## src/design/pidli_pkg.sv

```systemverilog
// ----------------------------------------------------------------------------
// pidli_pkg
// Shared types and constants for the leaky-integral PID unit.
// ----------------------------------------------------------------------------
`default_nettype none

package pidli_pkg;

    localparam int ErrW    = 16;
    localparam int GainW   = 16;
    localparam int SumW    = 20;
    localparam int DerivW  = ErrW + 1;
    localparam int CfgIdxW = 2;
    localparam int CfgW    = 16;

    // Register indexes on the configuration port
    typedef enum logic [CfgIdxW-1:0] {
        CFG_GAIN_PROP  = 2'd0,
        CFG_GAIN_INTEG = 2'd1,
        CFG_GAIN_DERIV = 2'd2
    } pidli_cfg_index_t;

    typedef struct packed {
        logic signed [GainW-1:0] prop;
        logic signed [GainW-1:0] integ;
        logic signed [GainW-1:0] deriv;
    } pidli_gains_t;

    // One sample after the state update, on its way to the gain stage
    typedef struct packed {
        logic signed [ErrW-1:0]   err;
        logic signed [SumW-1:0]   integ;
        logic signed [DerivW-1:0] deriv;
    } pidli_item_t;

endpackage

`default_nettype wire

```

## src/design/pid_leaky_integral_unit.sv

```systemverilog
// ----------------------------------------------------------------------------
// pid_leaky_integral_unit
// PID controller with a leaky integrator and Q8.8 gains.
// ----------------------------------------------------------------------------
// Usage:
//   s_* carries one signed 16-bit error sample per request. Each sample
//   yields exactly one m_* result: drive_value in m_tdata, clipped in
//   m_tuser. Gains are written on the cfg_* port (index 0 prop, 1 integ,
//   2 deriv); cfg_ready is always high, writes to index 3 are dropped.
//   Write gains only while no sample is in flight.
// Pipeline:
//   An accepted sample passes the state update stage, the gain product
//   stage and the result register. One sample per cycle while m_tready
//   is high; the integral recurrence closes within the state update stage.
// Reset:
//   aresetn (sync, active low) clears the gains, the integral, the last
//   error and all valid flags.
// Backpressure:
//   When m_tready is low, the result register holds and the two earlier
//   stages keep filling; s_tready drops only once all three are full.
// ----------------------------------------------------------------------------
`default_nettype none

module pid_leaky_integral_unit (
    input  wire logic        aclk,
    input  wire logic        aresetn,
    input  wire logic        s_tvalid,
    output logic             s_tready,
    input  wire logic [15:0] s_tdata,   // [15:0] err_sample
    output logic             m_tvalid,
    input  wire logic        m_tready,
    output logic [15:0]      m_tdata,   // [15:0] drive_value
    output logic [0:0]       m_tuser,   // [0] clipped
    input  wire logic        cfg_valid,
    output logic             cfg_ready,
    input  wire logic [1:0]  cfg_index,
    input  wire logic [pidli_pkg::CfgW-1:0] cfg_data
);

    localparam int SumW = pidli_pkg::SumW;
    localparam int ErrW = pidli_pkg::ErrW;
    // ceil(2^22 / 5): exact quotient for dividends below 2^22
    localparam logic [19:0] RecipFive = 20'd838861;

    pidli_pkg::pidli_gains_t gains_reg;
    logic signed [SumW-1:0]  leaky_sum_reg;
    logic signed [SumW-1:0]  leaky_sum_next;
    logic signed [ErrW-1:0]  prev_err_reg;
    logic                    item_valid_reg;
    pidli_pkg::pidli_item_t  item_reg;
    logic                    item_ready;
    logic                    accept;

    logic signed [ErrW-1:0]  err;
    logic                    sum_neg;
    logic signed [SumW:0]    sum_abs;
    logic [SumW:0]           mag4;
    logic [SumW+SumW:0]      prod;
    logic [SumW-2:0]         quot;
    logic signed [SumW:0]    decayed;
    logic signed [SumW:0]    sum_wide;

    assign cfg_ready = 1'b1;
    assign s_tready  = !item_valid_reg || item_ready;
    assign accept    = s_tvalid && s_tready;
    assign err       = $signed(s_tdata);

    always_ff @(posedge aclk) begin
        if (!aresetn) begin
            gains_reg <= '0;
        end else if (cfg_valid) begin
            case (pidli_pkg::pidli_cfg_index_t'(cfg_index))
                pidli_pkg::CFG_GAIN_PROP:  gains_reg.prop  <= $signed(cfg_data);
                pidli_pkg::CFG_GAIN_INTEG: gains_reg.integ <= $signed(cfg_data);
                pidli_pkg::CFG_GAIN_DERIV: gains_reg.deriv <= $signed(cfg_data);
                default: ;
            endcase
        end
    end

    // sum*4/5 toward zero via reciprocal multiply on the magnitude; -2^19 decays to 0
    always_comb begin
        sum_neg        = leaky_sum_reg[SumW-1];
        sum_abs        = sum_neg ? -(SumW+1)'(leaky_sum_reg) : (SumW+1)'(leaky_sum_reg);
        mag4           = {sum_abs[SumW-2:0], 2'b00};
        prod           = mag4 * RecipFive;
        quot           = prod[SumW+SumW:22];
        decayed        = sum_neg ? -$signed({2'b00, quot}) : $signed({2'b00, quot});
        sum_wide       = decayed + (SumW+1)'(err);
        leaky_sum_next = sum_wide[SumW-1:0];
    end

    always_ff @(posedge aclk) begin
        if (!aresetn) begin
            leaky_sum_reg  <= '0;
            prev_err_reg   <= '0;
            item_valid_reg <= 1'b0;
        end else begin
            if (accept) begin
                leaky_sum_reg <= leaky_sum_next;
                prev_err_reg  <= err;
            end
            if (s_tready) begin
                item_valid_reg <= s_tvalid;
            end
        end
    end

    always_ff @(posedge aclk) begin
        if (accept) begin
            item_reg.err   <= err;
            item_reg.integ <= leaky_sum_next;
            item_reg.deriv <= pidli_pkg::DerivW'(err) - pidli_pkg::DerivW'(prev_err_reg);
        end
    end

    pidli_mac u_mac (
        .aclk       (aclk),
        .aresetn    (aresetn),
        .gains      (gains_reg),
        .item_valid (item_valid_reg),
        .item_ready (item_ready),
        .item       (item_reg),
        .m_tvalid   (m_tvalid),
        .m_tready   (m_tready),
        .m_tdata    (m_tdata),
        .m_tuser    (m_tuser)
    );

endmodule

`default_nettype wire

```

## src/design/pidli_mac.sv

```systemverilog
// ----------------------------------------------------------------------------
// pidli_mac
// Gain products, weighted sum, Q8.8 truncation and 16-bit saturation.
// Two registered stages: products, then the result register.
// ----------------------------------------------------------------------------
`default_nettype none

module pidli_mac (
    input  wire logic                  aclk,
    input  wire logic                  aresetn,
    input  wire pidli_pkg::pidli_gains_t gains,
    input  wire logic                  item_valid,
    output logic                       item_ready,
    input  wire pidli_pkg::pidli_item_t  item,
    output logic                       m_tvalid,
    input  wire logic                  m_tready,
    output logic [15:0]                m_tdata,   // [15:0] drive_value
    output logic [0:0]                 m_tuser    // [0] clipped
);

    localparam int PropW  = pidli_pkg::ErrW + pidli_pkg::GainW;
    localparam int IntegW = pidli_pkg::SumW + pidli_pkg::GainW;
    localparam int DervW  = pidli_pkg::DerivW + pidli_pkg::GainW;
    localparam int AccW   = IntegW + 2;
    localparam int QW     = AccW - 8;

    logic                     prod_valid_reg;
    logic signed [PropW-1:0]  prop_prod_reg;
    logic signed [IntegW-1:0] integ_prod_reg;
    logic signed [DervW-1:0]  deriv_prod_reg;

    logic                     out_valid_reg;
    logic [15:0]              drive_reg;
    logic                     clip_reg;
    logic [15:0]              drive_next;
    logic                     clip_next;

    logic                     out_ready;
    logic                     prod_ready;
    logic signed [AccW-1:0]   acc;
    logic signed [AccW-1:0]   acc_adj;
    logic signed [QW-1:0]     quot;

    assign out_ready  = !out_valid_reg || m_tready;
    assign prod_ready = !prod_valid_reg || out_ready;
    assign item_ready = prod_ready;

    always_ff @(posedge aclk) begin
        if (!aresetn) begin
            prod_valid_reg <= 1'b0;
        end else if (prod_ready) begin
            prod_valid_reg <= item_valid;
        end
    end

    always_ff @(posedge aclk) begin
        if (prod_ready && item_valid) begin
            prop_prod_reg  <= $signed(item.err)   * $signed(gains.prop);
            integ_prod_reg <= $signed(item.integ) * $signed(gains.integ);
            deriv_prod_reg <= $signed(item.deriv) * $signed(gains.deriv);
        end
    end

    // Divide by 256 toward zero: bias negative sums before the shift
    always_comb begin
        acc     = AccW'(prop_prod_reg) + AccW'(integ_prod_reg) + AccW'(deriv_prod_reg);
        acc_adj = acc + (acc[AccW-1] ? AccW'(255) : AccW'(0));
        quot    = acc_adj[AccW-1:8];
        if (quot > QW'(32767)) begin
            drive_next = 16'h7fff;
            clip_next  = 1'b1;
        end else if (quot < -QW'(32768)) begin
            drive_next = 16'h8000;
            clip_next  = 1'b1;
        end else begin
            drive_next = quot[15:0];
            clip_next  = 1'b0;
        end
    end

    always_ff @(posedge aclk) begin
        if (!aresetn) begin
            out_valid_reg <= 1'b0;
        end else if (out_ready) begin
            out_valid_reg <= prod_valid_reg;
        end
    end

    always_ff @(posedge aclk) begin
        if (out_ready && prod_valid_reg) begin
            drive_reg <= drive_next;
            clip_reg  <= clip_next;
        end
    end

    assign m_tvalid   = out_valid_reg;
    assign m_tdata    = drive_reg;
    assign m_tuser[0] = clip_reg;

endmodule

`default_nettype wire

```

## config.mk

```make
export PLATFORM = sky130hd
export DESIGN_NAME = pid_leaky_integral_unit
export DESIGN_NICKNAME = d
export VERILOG_FILES = /design/src/design/pidli_pkg.sv /design/src/design/pid_leaky_integral_unit.sv /design/src/design/pidli_mac.sv
export SDC_FILE = /design/constraint.sdc
export NUM_CORES = 2
export LEC_CHECK = 0
export BUFFER_PORTS_ARGS = -buffer_cell sky130_fd_sc_hd__buf_2
export CORE_MARGIN = 8
export CORE_UTILIZATION = 40
export CTS_BUF_LIST = sky130_fd_sc_hd__clkbuf_16
export DETAILED_ROUTE_END_ITERATION = 8
export PLACE_DENSITY = 0.52
export SYNTH_ARGS = -nofsm -noshare
export SYNTH_HDL_FRONTEND = slang
export SYNTH_SLANG_ARGS = --single-unit
```

## constraint.sdc

```tcl
create_clock -name aclk -period 17.89 [get_ports aclk]
set_input_delay 3.578 -clock aclk [delete_from_list [all_inputs] [get_ports aclk]]
set_output_delay 3.578 -clock aclk [all_outputs]
set_load 0.005 [all_outputs]
```

==> results by group <==
Status
  • Status: finished, final reports clean

Global route
  • First-pass GRT wire length: about 220,000 um
  • Remaining global-route overflow: 0
  • Largest net degree at the start of global routing: slightly above 80
  • Vias in the first global route: roughly 38,000
  • Initial antenna violation count: 13
  • All-Layer GR Usage: between 20% and 30%

Placement
  • Post-Place Cells: 6,973
  • Detailed Place HPWL: 114,000 um
  • GPL Wtd Cong: ~0.86
  • Pre-CTS setup slack: 6460 ps
  • Buffers added on ports: 57

STA
  • Final Slew Violations: 0
  • Skew final: 36.3 ps
  • Worst slew pin tran: 1140 ps
  • Fin. Hold Viols: 0
  • Minimum clock period after layout: 11,500 ps
  • Sum of negative setup slack: 0 ps
  • Final Setup Violations: 0
  • Final period utilization: 64.3%
  • Final worst slack: around 6400 ps
  • RSZ-0062 raised after global routing: no
  • Relative max-transition margin: between 20% and 30%
  • Achievable Freq: 86.9 MHz

Layout
  • Total Nets Final: between 6,000 and 7,000
  • Final core occ: 42.9%
  • Share of layout cells above drive strength 1: under 10%
  • Max reg flops: 53
  • Fin cells: just over 7,000
  • P&R area growth vs syn: 6.32%

Logic synthesis
  • Post-synth top cells: inv_1 (1,165), fa_1 (994), nand2_1 (768), ha_1 (473), and2_1 (334)
  • Mapped Area: about 50,000 um2
  • Top-area cell type share of the netlist area: about two fifths
  • Post-synth EDFFs: 171
  • Synth async-reset ratio: 0%
  • Synthesis warning total: 0
  • Cells after synthesis: between 5,000 and 6,000
  • Post-synthesis sequential area ratio: 13.6%
  • Synthesis-stage register bit count: approximately 260
  • Post-synth net total: slightly below 7,000
  • Post-synth top flop: edfxtp_1
  • Count leader, synth: inv_1
  • Syn avg cell area: ~9.4 um2
  • Synth area leader: fa_1
  • Largest cells by area after synthesis: fa_1 (39%), ha_1 (12%), edfxtp_1 (10%)
  • Netlist cell types: 82

Critical path
  • Crit. End Element: register
  • Buf/Inv on CP: 3
  • Crit Path Class: register to register
  • Levels on crit path: 38
  • Most used cell, CP: fa_1
  • Crit start category: register
  • CP required: 18,340 ps
  • Slowest-stage cell, CP: o311ai_0
  • RR Endpoint: leaky_sum_reg[19]
  • Worst Reg2Reg Path Length in Cells: 38
  • Crit path DAT: ~12,000 ps
  • Top delay family on crit path: compound AO/OA/AOI/OAI gates
  • Startpoint of the worst-slack reg-to-reg timing path: leaky_sum_reg[0]
  • Worst R2R Setup Slack: between 6000 and 7000 ps
  • Crit-path max cell delay: approximately 830 ps
  • CP max FO: 5

Worst hold path
  • Worst Hold Depth: 2
  • Hold Path Origin: prev_err_reg[12]
  • Hold Path Sink: prev_err_reg[12]
  • Worst hold-check path type: register to register

Clock tree
  • TritonCTS clock tree: done
  • H-tree depth: 2
  • Number of post-CTS setup repair buffers: 0
  • Clk_lat worst skew: about 600 ps
  • Post-CTS sizing: 0
  • Clock Path Buffers: 3
  • Post-cts hold buffer count: 0
  • CTS Buf Count: 36
  • Clock sink count: 258
  • CTS root buf: clkbuf_16
  • Clk pin slew, worst setup/hold paths: about 60 ps

Detailed routing
  • Detailed Route WL: between 100,000 and 150,000 um
  • Via count: about 35,000
  • # DRC: 0
  • Drt first-iter violations: approximately 1,900
  • ANT nets after route: 0
  • Via-to-Cell Ratio: about 5
  • Drt wl/cell: 19.6 um
  • DR pass1 iterations: 5

Die
  • Standard-cell rows: between 100 and 150
  • Die area: about 140,000 um2
  • Core Area: ~130,000 um2
  • Io pins: 59
  • Die Y: between 300 and 400 um
  • Die width: approximately 370 um
  • Initial Util: about two fifths

Flow run
  • Max-cap viol count: 0
-- worst max-delay path by stage --
stage	start	to	slack (ps)
2_1_floorplan	m_tready	u_mac.deriv_prod_reg[0]	6200
3_3_place_gp	leaky_sum_reg[0]	leaky_sum_reg[19]	6570
3_5_place_dp	leaky_sum_reg[0]	leaky_sum_reg[19]	6460
4_1_cts	leaky_sum_reg[0]	leaky_sum_reg[19]	6380
5_1_grt	leaky_sum_reg[0]	leaky_sum_reg[19]	5590
6_report	leaky_sum_reg[0]	leaky_sum_reg[19]	6390
-- cell usage in the layout, fill, tap and decap left out, types with 17 or more instances in the layout --
master and n:
a21oi_1 213, and3_1 23, dfxtp_1 87, or3_1 20
nand3_1 52, a21boi_0 17, nand2_1 768, o211ai_1 17
xnor2_1 179, and2_1 334, o21ai_0 72, inv_1 1168
edfxtp_1 171, a21o_1 49, xor2_1 46, buf_4 38
clkbuf_16 38, fa_1 994, nor2_1 144, nor3_1 41
ha_1 473, nand2b_1 67, buf_2 57, a31oi_1 18
nor2b_1 29, o21bai_1 29, o21a_1 25
-- cell type report --
cell class,count,area (um2)
Fill cell,12400,71800
Multi-Input combinational cell,3805,38800
Sequential cell,258,6880
Inverter,1165,4370
Tap cell,1650,2060
Clock buffer,38,951
Timing Repair Buffer,95,571
Clock inverter,28,224
Antenna cell,13,32.5
-- layer usage --
| metal | wire length (um) | vias up | track usage, % |
|---|---|---|---|
| li1 | - | 16500 | - |
| met1 | 62300 | 17900 | 28.3 |
| met2 | 65100 | 824 | 35.0 |
| met3 | 7330 | 157 | 2.65 |
| met4 | 3400 | 0 | 4.67 |
| met5 | 0 | - | 0 |
-- stage by stage --
stage | hold slack (ps) | area [um2]
3_3_place_gp | 442 | 52700
2_1_floorplan | 436 | 50700
4_1_cts | 455 | 53900
3_5_place_dp | 447 | 52700
5_1_grt | 476 | 53900
6_report | 454 | 53900
-- kinds of logic (layout without fill, tap and decap cells) --
kind of cell	Yosys count	after routing	share of synthesized area, %
other	1	14	0.00739
xor gates and xnor gates	225	225	3.89
muxes	6	6	0.121
adders and majority gates	1467	1467	50.9
buffers and inverters	1339	1326	9.92
AOI/OAI and AO/OA	552	552	6.97
DFF	258	258	13.6
and+or+nand+nor	1554	1554	14.6
-- worst register-to-register path: cells and delay by family (launching register included) --
kind | cells | cell delay (ps)
AOI/OAI and AO/OA | 12 | 3740
xor gates and xnor gates | 3 | 420
adders and majority gates | 8 | 3300
buffers and inverters | 3 | 350
DFF | 1 | 370
and+or+nand+nor | 12 | 3220
Power is not shown: default switching activity piles up to over one toggle a cycle in this logic, so the estimate is an artifact.
